### src/hdl/sbtc_pkg.sv
`timescale 1ns / 1ps
// ----------------------------------------------------------------------------
// sbtc_pkg - shared types and constants of the six-bit text codec
// Job descriptor passed from the front end to the back end through the job
// queue, register map and fixed codec constants.
// ----------------------------------------------------------------------------
package sbtc_pkg;

   // Symbol offset: a 6-bit value v travels as v + SYM_OFFSET
   localparam logic [7:0] SYM_OFFSET = 8'h3c;

   // Default cap on output words per message
   localparam int DEF_MAX_OUTPUT = 65536;

   // Width of the output_limit register field
   localparam int LIMIT_W = 17;

   // Configuration port
   localparam int CSR_AW = 3;
   localparam int CSR_DW = 32;
   localparam logic REG_DECODE_MODE  = 1'b0;
   localparam logic REG_OUTPUT_LIMIT = 1'b1;

   // Job queue between front and back end
   localparam int QUEUE_DEPTH = 4;
   localparam int QUEUE_AW    = $clog2(QUEUE_DEPTH);

   // One job: one or two result words caused by one input word
   typedef struct packed {
      logic       two;   // second word present (always carries data)
      logic [7:0] d0;    // first word, 0 for a bare end marker
      logic       has0;  // first word carries data
      logic [7:0] d1;    // second word
      logic       eom;   // job closes a message
      logic       err;   // decode error flag for the closing word
   } job_type;

   typedef struct packed {
      logic full;
      logic empty;
   } q_status_type;

endpackage

### src/hdl/sbtc_front.sv
`timescale 1ns / 1ps
// ----------------------------------------------------------------------------
// sbtc_front - word intake and classification
// Holds the message state, encodes or decodes each accepted word, applies
// the output limit and hands a job descriptor to the queue.
// ----------------------------------------------------------------------------
module sbtc_front #(
   parameter int MAX_OUTPUT = 65536,
   localparam int CNT_W = $clog2(MAX_OUTPUT + 1),
   localparam int LIM_W = (CNT_W > sbtc_pkg::LIMIT_W) ? CNT_W : sbtc_pkg::LIMIT_W
) (
   input  logic                 clock,
   input  logic                 reset,
   input  logic                 accept,
   input  logic [7:0]           in_byte,
   input  logic                 last_in,
   input  logic                 decode_mode,
   input  logic [LIM_W-1:0]     output_limit,
   input  logic                 clear,
   output logic                 job_push,
   output sbtc_pkg::job_type    job
);
   import sbtc_pkg::*;

   localparam int CW = LIM_W + 1;
   localparam logic [1:0] POS0 = 2'd0;
   localparam logic [1:0] POS1 = 2'd1;
   localparam logic [1:0] POS2 = 2'd2;
   localparam logic [1:0] POS3 = 2'd3;

   logic [7:0]       pend_ff, pend_in;
   logic [1:0]       phase_ff, phase_in;
   logic             err_ff, err_in;
   logic [CNT_W-1:0] cnt_ff, cnt_in;

   logic             a_has, b_has, ok_a, ok_b;
   logic [7:0]       a_byte, b_byte, ch;
   logic [5:0]       made, rest;
   logic [LIM_W-1:0] lim_eff;
   logic [CW-1:0]    cnt_x, lim_x;

   always_comb begin
      pend_in  = pend_ff;
      phase_in = phase_ff;
      err_in   = err_ff;
      a_has    = 1'b0;
      b_has    = 1'b0;
      a_byte   = 8'd0;
      b_byte   = 8'd0;
      made     = 6'd0;
      rest     = 6'd0;
      ch       = in_byte - SYM_OFFSET;

      if (!decode_mode) begin
         // encode: three bytes -> four symbols, MSBs first
         case (phase_ff)
            POS1: begin
               made     = {pend_ff[5:4], in_byte[7:4]};
               rest     = {in_byte[3:0], 2'b00};
               phase_in = POS2;
               pend_in  = {2'b00, rest};
            end
            POS2: begin
               made     = {pend_ff[5:2], in_byte[7:6]};
               rest     = in_byte[5:0];
               phase_in = POS0;
               pend_in  = 8'd0;
               b_has    = 1'b1;
            end
            default: begin
               made     = in_byte[7:2];
               rest     = {in_byte[1:0], 4'b0000};
               phase_in = POS1;
               pend_in  = {2'b00, rest};
            end
         endcase
         a_has  = 1'b1;
         a_byte = {2'b00, made} + SYM_OFFSET;
         b_byte = {2'b00, rest} + SYM_OFFSET;
         // partial group flushed on the last byte
         if (last_in && (phase_in != POS0)) begin
            b_has  = 1'b1;
            b_byte = pend_in + SYM_OFFSET;
         end
      end else begin
         if (in_byte < SYM_OFFSET) begin
            err_in = 1'b1;
         end else if (!err_ff) begin
            case (phase_ff)
               POS0: begin
                  pend_in  = {ch[5:0], 2'b00};
                  phase_in = POS1;
               end
               POS1: begin
                  a_has    = 1'b1;
                  a_byte   = pend_ff | {6'd0, ch[5:4]};
                  pend_in  = {ch[3:0], 4'd0};
                  phase_in = POS2;
               end
               POS2: begin
                  a_has    = 1'b1;
                  a_byte   = pend_ff | {4'd0, ch[5:2]};
                  pend_in  = {ch[1:0], 6'd0};
                  phase_in = POS3;
               end
               default: begin
                  a_has    = 1'b1;
                  a_byte   = pend_ff | {2'd0, ch[5:0]};
                  pend_in  = 8'd0;
                  phase_in = POS0;
               end
            endcase
         end
      end

      // output limit, never above MAX_OUTPUT
      if (output_limit > LIM_W'(MAX_OUTPUT)) begin
         lim_eff = LIM_W'(MAX_OUTPUT);
      end else begin
         lim_eff = output_limit;
      end
      cnt_x = CW'(cnt_ff);
      lim_x = CW'(lim_eff);
      ok_a  = a_has && (cnt_x < lim_x);
      ok_b  = b_has && ok_a && ((cnt_x + CW'(1)) < lim_x);
      cnt_in = CNT_W'(cnt_x + CW'(ok_a) + CW'(ok_b));

      job.two  = ok_b;
      job.d0   = ok_a ? a_byte : 8'd0;
      job.has0 = ok_a;
      job.d1   = b_byte;
      job.eom  = last_in;
      job.err  = decode_mode & err_in;
      job_push = accept && (ok_a || last_in);
   end

   always_ff @(posedge clock) begin
      if (reset || clear || (accept && last_in)) begin
         pend_ff  <= 8'd0;
         phase_ff <= POS0;
         err_ff   <= 1'b0;
         cnt_ff   <= '0;
      end else if (accept) begin
         pend_ff  <= pend_in;
         phase_ff <= phase_in;
         err_ff   <= err_in;
         cnt_ff   <= cnt_in;
      end
   end

endmodule

### src/hdl/sbtc_queue.sv
`timescale 1ns / 1ps
// ----------------------------------------------------------------------------
// sbtc_queue - short job queue
// Register-based FIFO that decouples the front end from the back end.
// ----------------------------------------------------------------------------
module sbtc_queue (
   input  logic                    clock,
   input  logic                    reset,
   input  logic                    wr_en,
   input  sbtc_pkg::job_type       wr_data,
   input  logic                    rd_en,
   output sbtc_pkg::job_type       rd_data,
   output sbtc_pkg::q_status_type  status
);
   import sbtc_pkg::*;

   job_type             mem_ff [QUEUE_DEPTH];
   logic [QUEUE_AW-1:0] wr_ptr_ff, rd_ptr_ff;
   logic [QUEUE_AW:0]   count_ff, count_in;
   logic                do_wr, do_rd;

   assign status.full  = (count_ff == (QUEUE_AW + 1)'(QUEUE_DEPTH));
   assign status.empty = (count_ff == '0);
   assign do_wr   = wr_en && !status.full;
   assign do_rd   = rd_en && !status.empty;
   assign rd_data = mem_ff[rd_ptr_ff];

   always_comb begin
      count_in = count_ff;
      if (do_wr && !do_rd) begin
         count_in = count_ff + 1'b1;
      end else if (do_rd && !do_wr) begin
         count_in = count_ff - 1'b1;
      end
   end

   always_ff @(posedge clock) begin
      if (reset) begin
         wr_ptr_ff <= '0;
         rd_ptr_ff <= '0;
         count_ff  <= '0;
      end else begin
         if (do_wr) begin
            wr_ptr_ff <= wr_ptr_ff + 1'b1;
         end
         if (do_rd) begin
            rd_ptr_ff <= rd_ptr_ff + 1'b1;
         end
         count_ff <= count_in;
      end
   end

   always_ff @(posedge clock) begin
      if (do_wr) begin
         mem_ff[wr_ptr_ff] <= wr_data;
      end
   end

endmodule

### src/hdl/sbtc_back.sv
`timescale 1ns / 1ps
// ----------------------------------------------------------------------------
// sbtc_back - result sequencer
// Unpacks each job into one or two result words and holds them in the
// output register until popped.
// ----------------------------------------------------------------------------
module sbtc_back (
   input  logic                    clock,
   input  logic                    reset,
   input  sbtc_pkg::job_type       head,
   input  sbtc_pkg::q_status_type  q_status,
   output logic                    q_rd,
   input  logic                    pop,
   output logic                    empty,
   output logic [7:0]              out_byte,
   output logic                    has_data,
   output logic                    end_of_message,
   output logic                    decode_error
);
   import sbtc_pkg::*;

   logic       valid_ff, valid_in;
   logic       idx_ff, idx_in;
   logic [7:0] byte_ff;
   logic       has_ff, eom_ff, err_ff;
   logic       load, fin, sel_has;
   logic [7:0] sel_byte;

   always_comb begin
      if (!idx_ff) begin
         sel_byte = head.d0;
         sel_has  = head.has0;
         fin      = !head.two;
      end else begin
         sel_byte = head.d1;
         sel_has  = 1'b1;
         fin      = 1'b1;
      end
      load     = !q_status.empty && (!valid_ff || pop);
      q_rd     = load && fin;
      idx_in   = load ? !fin : idx_ff;
      valid_in = load || (valid_ff && !pop);
   end

   always_ff @(posedge clock) begin
      if (reset) begin
         valid_ff <= 1'b0;
         idx_ff   <= 1'b0;
      end else begin
         valid_ff <= valid_in;
         idx_ff   <= idx_in;
      end
   end

   always_ff @(posedge clock) begin
      if (load) begin
         byte_ff <= sel_byte;
         has_ff  <= sel_has;
         eom_ff  <= head.eom & fin;
         err_ff  <= head.err & fin;
      end
   end

   assign empty          = !valid_ff;
   assign out_byte       = byte_ff;
   assign has_data       = has_ff;
   assign end_of_message = eom_ff;
   assign decode_error   = err_ff;

endmodule

### src/hdl/six_bit_text_codec.sv
`timescale 1ns / 1ps
// ----------------------------------------------------------------------------
// six_bit_text_codec - printable six-bit byte stream codec
// Encodes bytes into offset six-bit symbols (3 bytes -> 4 symbols) or
// decodes them back, with an output cap per message and end markers.
// ----------------------------------------------------------------------------
// Usage: words go in through push/full and come out through pop/empty, one
// word per clock on each side while nothing stalls. An input word is taken
// in the cycle it is offered unless the four-entry job queue is full, and
// its results pass through the job queue and the output register to the
// result ports. The result port moves one word per cycle while words are
// popped, so a byte that yields two symbols (the third of a group, or any
// byte carrying a final flush) leaves as two words: sustained throughput is
// one input word per cycle for single-result words, and two-result words are
// held back by the output register. Set decode_mode (address 0) and
// output_limit (address 4) only while idle; writing decode_mode also clears
// the message in progress. No clearing pass is needed after reset.
// ----------------------------------------------------------------------------
module six_bit_text_codec #(
   parameter int MAX_OUTPUT = sbtc_pkg::DEF_MAX_OUTPUT
) (
   input  logic                          clock,
   input  logic                          reset,
   // input channel
   input  logic                          push,
   output logic                          full,
   input  logic [7:0]                    req_in_byte,
   input  logic                          req_last_in,
   // result channel
   input  logic                          pop,
   output logic                          empty,
   output logic [7:0]                    rsp_out_byte,
   output logic                          rsp_has_data,
   output logic                          rsp_end_of_message,
   output logic                          rsp_decode_error,
   // configuration port
   input  logic                          psel,
   input  logic                          penable,
   input  logic                          pwrite,
   input  logic [sbtc_pkg::CSR_AW-1:0]   paddr,
   input  logic [sbtc_pkg::CSR_DW-1:0]   pwdata,
   output logic [sbtc_pkg::CSR_DW-1:0]   prdata,
   output logic                          pready
);
   import sbtc_pkg::*;

   localparam int CNT_W = $clog2(MAX_OUTPUT + 1);
   localparam int LIM_W = (CNT_W > LIMIT_W) ? CNT_W : LIMIT_W;

   logic             decode_mode_ff;
   logic [LIM_W-1:0] output_limit_ff;
   logic             csr_wr, reg_sel, mode_clear, accept, job_push;
   job_type          job, head;
   q_status_type     q_status;
   logic             q_rd;

   // Register file: word address picks the register, low bits ignored
   assign pready     = 1'b1;
   assign reg_sel    = paddr[2];
   assign csr_wr     = psel && penable && pwrite && pready;
   assign mode_clear = csr_wr && (reg_sel == REG_DECODE_MODE);

   always_ff @(posedge clock) begin
      if (reset) begin
         decode_mode_ff  <= 1'b0;
         output_limit_ff <= LIM_W'(MAX_OUTPUT);
      end else if (csr_wr) begin
         case (reg_sel)
            REG_DECODE_MODE:  decode_mode_ff  <= pwdata[0];
            REG_OUTPUT_LIMIT: output_limit_ff <= LIM_W'(pwdata[LIMIT_W-1:0]);
            default: ;
         endcase
      end
   end

   always_comb begin
      case (reg_sel)
         REG_DECODE_MODE:  prdata = CSR_DW'(decode_mode_ff);
         REG_OUTPUT_LIMIT: prdata = CSR_DW'(output_limit_ff);
         default:          prdata = '0;
      endcase
   end

   // Input side stalls only on a full job queue
   assign full   = q_status.full;
   assign accept = push && !full;

   sbtc_front #(
      .MAX_OUTPUT (MAX_OUTPUT)
   ) u_front (
      .clock        (clock),
      .reset        (reset),
      .accept       (accept),
      .in_byte      (req_in_byte),
      .last_in      (req_last_in),
      .decode_mode  (decode_mode_ff),
      .output_limit (output_limit_ff),
      .clear        (mode_clear),
      .job_push     (job_push),
      .job          (job)
   );

   sbtc_queue u_queue (
      .clock   (clock),
      .reset   (reset),
      .wr_en   (job_push),
      .wr_data (job),
      .rd_en   (q_rd),
      .rd_data (head),
      .status  (q_status)
   );

   sbtc_back u_back (
      .clock          (clock),
      .reset          (reset),
      .head           (head),
      .q_status       (q_status),
      .q_rd           (q_rd),
      .pop            (pop),
      .empty          (empty),
      .out_byte       (rsp_out_byte),
      .has_data       (rsp_has_data),
      .end_of_message (rsp_end_of_message),
      .decode_error   (rsp_decode_error)
   );

endmodule

### config.mk
export PLATFORM = sky130hd
export DESIGN_NAME = six_bit_text_codec
export DESIGN_NICKNAME = d
export VERILOG_FILES = /design/src/hdl/sbtc_pkg.sv /design/src/hdl/sbtc_front.sv /design/src/hdl/sbtc_queue.sv /design/src/hdl/sbtc_back.sv /design/src/hdl/six_bit_text_codec.sv
export SDC_FILE = /design/constraint.sdc
export NUM_CORES = 1
export LEC_CHECK = 0
export BUFFER_PORTS_ARGS = -buffer_cell sky130_fd_sc_hd__buf_2
export CORE_MARGIN = 1
export CORE_UTILIZATION = 33
export CTS_CLUSTER_DIAMETER = 150
export DETAILED_ROUTE_END_ITERATION = 12
export GPL_TIMING_DRIVEN = 0
export PLACE_DENSITY = 0.49
export SYNTH_ARGS = -nofsm -noshare
export SYNTH_HDL_FRONTEND = slang
export SYNTH_HIERARCHICAL = 1
export SYNTH_SLANG_ARGS = --single-unit
### constraint.sdc
create_clock -name clock -period 3.9 [get_ports clock]
set_input_delay 0 -clock clock [delete_from_list [all_inputs] [get_ports clock]]
set_output_delay 0 -clock clock [all_outputs]
set_load 0.1 [all_outputs]
==> reports/qor.csv <==
stage,metric,value,unit
logic_synthesis,synthesis.area,8080,µm²
run_status,violations,negative setup slack,
worst_setup_path,cp_common_cell,buf_4,
drt,drt_iter0_markers,271,
floorplan,core.rowCount,56,
logic_synthesis,avgSynthCellArea,11.4,µm²
worst_setup_path,rr_worst_depth,28,
logic_synthesis,async_flop_share,0,%
logic_synthesis,synthCells,708,
worst_setup_path,reg2reg_slack,-90,ps
sta,finalCriticalPeriod,3990,ps
sta,slew_headroom,20.2,%
logic_synthesis,seq_area_frac_synth,47.4,%
clocking,numCtsBuffers,17,
logic_synthesis,synth.top_cell.area_share,33.8,%
logic_synthesis,synth_edf_count,91,
worst_setup_path,critical_path_arrival,4280,ps
final_layout,final_util,43.9,%
floorplan,coreArea,23800,µm²
worst_setup_path,r2r_end,u_front/cnt_ff[14],
final_layout,multi_input_area,4230,µm²
placement,dp_cells,1104,
logic_synthesis,synth_cell_types,71,
sta,drv_slew,0,
sta,setup_viol,3,
logic_synthesis,ys_ff_latch,146,
floorplan,die_h,158,µm
global_routing,grtUsageTotal,17.0,%
hold_path,min_path_type,primary input to flip-flop,
drt,vias_per_cell,4.89,
final_layout,regArea,3880,µm²
hold_path,worst_hold_startpoint,req_in_byte[0],
sta,setup_tns,-196,ps
final_layout,layout_common_cells,"edfxtp_1, buf_2, buf_4",
worst_setup_path,end_kind,flip-flop,
floorplan,initial_core_util,34.0,%
global_routing,antenna_found_initial,0,
floorplan,die_area,25100,µm²
placement,io_buffers,63,
final_layout,antenna_cells,0,
sta,hold_viol,0,
power_and_ir_drop,intPower,3.48,mW
power_and_ir_drop,cellPowerDensity,537,nW/µm²
drt,vias,5900,
clocking,cts_buffer_depth,2,
worst_setup_path,timing.rr.start,u_front/cnt_ff[6],
clocking,h-tree-depth,4,
power_and_ir_drop,p_clk_share,27.7,%
worst_setup_path,cp.required,4190,ps
logic_synthesis,ys_dominant_reg_cell,edfxtp_1,
worst_setup_path,worstSetupPathType,flip-flop to flip-flop,
final_layout,layoutNonFillerInstCount,1207,
flow_run,maxCapViolations,0,
sta,fin_ws,-85.4,ps
sta,tightest_slew,1190,ps
placement,preCtsSetupSlack,-828,ps
final_layout,final_common_cell,edfxtp_1,
worst_setup_path,start_kind,flip-flop,
global_routing,grt-ovfl-total,0,
worst_setup_path,cp_slowest_stage_delay,340,ps
clocking,cts_tree,built,
drt,dr.pass1.iters,5,
drt,ant_nets,0,
power_and_ir_drop,leakage,4.03,nW
power_and_ir_drop,combPwrFrac,35.0,%
drt,drc,0,
placement,gp_congestion,0.873,
final_layout,area_growth_syn_to_layout,29.0,%
sta,fin_skew,10.9,ps
hold_path,hold_path_depth,3,
floorplan,io_pins,97,
global_routing,grt_pass1_vias,6071,
logic_synthesis,yosysWarnings,6,
power_and_ir_drop,peakVddDrop,483,µV
clocking,cts_root_buf,clkbuf_16,
final_layout,drive_gt1_share,33.7,%
power_and_ir_drop,total_power,5.60,mW
placement,place_hpwl,14000,µm
final_layout,final_nets,975,
power_and_ir_drop,p_sw_share,37.8,%
sta,fin_crit_sh,102,%
logic_synthesis,ys_top_cells_by_area,"edfxtp_1, dfxtp_1, ha_1",
worst_setup_path,timing.critical_path.slowest_stage_cell,dfxtp_2,
worst_setup_path,critical_path_peak_fanout,4,
drt,totalWireLength,20400,µm
run_status,outcome,"finished, violations left",
drt,wl_per_cell,16.9,µm
global_routing,grt_pass1_wl,32300,µm
hold_path,hold_path_end,u_front/pend_ff[2],
final_layout,filler_cell_count,2192,
power_and_ir_drop,p_sw,2.11,mW
logic_synthesis,yosys.area.top_type,edfxtp_1,
power_and_ir_drop,seq_power_share,37.3,%
sta,rsz0062_at_grt,true,
clocking,clk_latency,420,ps
sta,fmax,0.251,GHz
clocking,clock-sinks,146,
clocking,clkTransAtPathRegs,70,ps
global_routing,grt_max_degree,21,
floorplan,fp.dieW,158,µm
cell type report:
class	instances	area share, %
Buffer	53	3.45
Clock buffer	17	4.08
Inverter	22	0.804
Multi-Input combinational cell	501	40.6
Clock inverter	15	1.39
Tap cell	319	3.83
Timing Repair Buffer	134	8.69
Sequential cell	146	37.2
logic make-up after synthesis:
| group | count (synthesis) | synth area share (%) |
|---|---|---|
| AO/OA/AOI/OAI | 95 | 8.69 |
| flip-flops | 146 | 47.4 |
| adder cells (fa/ha/maj) | 49 | 7.77 |
| buffers and inverters | 75 | 5.20 |
| XOR/XNOR | 40 | 4.33 |
| other | 3 | 0.139 |
| multiplexers | 55 | 10.1 |
| AND/OR/NAND/NOR | 245 | 16.4 |
worst max-delay path: cells and delay by family, from the launching register on:
family                 cells  cell delay [ps]
buffers and inverters     23             2820
AND/OR/NAND/NOR            4              570
flip-flops                 1              340
XOR/XNOR                   1              130
cell usage after synthesis, drive strengths merged, types with 3 or more instances:
master	instances
a2111oi	3
a211oi	6
a21o	4
a21oi	22
a22o	3
a22oi	4
a31oi	7
and2	27
and3	11
buf	39
clkbuf	14
conb	3
dfxtp	55
edfxtp	91
ha	47
inv	21
mux2	10
mux2i	25
mux4	20
nand2	42
nand2b	41
nand3	20
nand4	8
nor2	53
nor2b	9
nor3	9
nor3b	4
nor4	5
o21a	6
o21ai	15
o22ai	5
o31ai	3
or2	3
or3	6
xnor2	23
xor2	17
state kept, by name, indices dropped and copies added, names as in the netlist, named ones only:
name                   cells
u_back/end_of_message      1
u_queue/mem_ff            80
u_queue/count_ff           3
u_front/err_ff             1
u_back/valid_ff            1
output_limit_ff           17
u_front/phase_ff           2
u_queue/rd_ptr_ff          2
u_back/has_data            1
u_back/idx_ff              1
u_queue/wr_ptr_ff          2
u_back/decode_error        1
decode_mode_ff             1
u_front/cnt_ff            17
u_front/pend_ff            6
u_back/out_byte            8
metal layers:
metal | vias to the layer above | part of all wire (%) | global-route usage (%)
met5 | - | 0 | 0
met4 | 0 | 1.5 | 5.54
met3 | 18 | 2.6 | 2.83
met2 | 110 | 50 | 29.9
met1 | 2892 | 45 | 21.1
li1 | 2880 | - | -
worst max path at each step:
stage / from / end / slack (ps) / cells past startpoint
6_report: u_front/cnt_ff[6] / u_front/cnt_ff[14] / -90 / 28
3_3_place_gp: output_limit_ff[16] / u_queue/mem_ff[3][3] / -750 / 13
4_1_cts: u_front/cnt_ff[6] / u_front/cnt_ff[8] / -50 / 18
5_1_grt: output_limit_ff[14] / u_front/cnt_ff[8] / -250 / 19
3_5_place_dp: output_limit_ff[16] / u_queue/mem_ff[1][3] / -830 / 13
2_1_floorplan: output_limit_ff[0] / u_queue/count_ff[2] / 80 / 18
per-stage QoR:
step	instance area (µm²)	hold slack, ps
2_1_floorplan	8130	69.1
6_report	10400	33.9
3_3_place_gp	8850	258
3_5_place_dp	8850	272
5_1_grt	10400	25.6
4_1_cts	10300	1.36
power groups by stage:
| stage | Clock (mW) | Combinational (mW) | Sequential (mW) |
|---|---|---|---|
| after floorplan | 0 | 1.08 | 2.52 |
| after global placement | 0 | 1.87 | 2.11 |
| after detailed placement | 0 | 1.90 | 2.12 |
| after CTS | 1.60 | 1.97 | 2.09 |
| after global routing | 1.67 | 2.11 | 2.12 |
| final | 1.55 | 1.96 | 2.09 |
repair_timing:
item	4_1_cts	5_1_grt
buffers inserted	44	4
setup endpoints to repair	99	94
gates resized for setup	78	29
hold buffers	23	0
endpoints found under the hold margin	21	0
pin swaps	25	18
(Power assumes the default switching activity.)
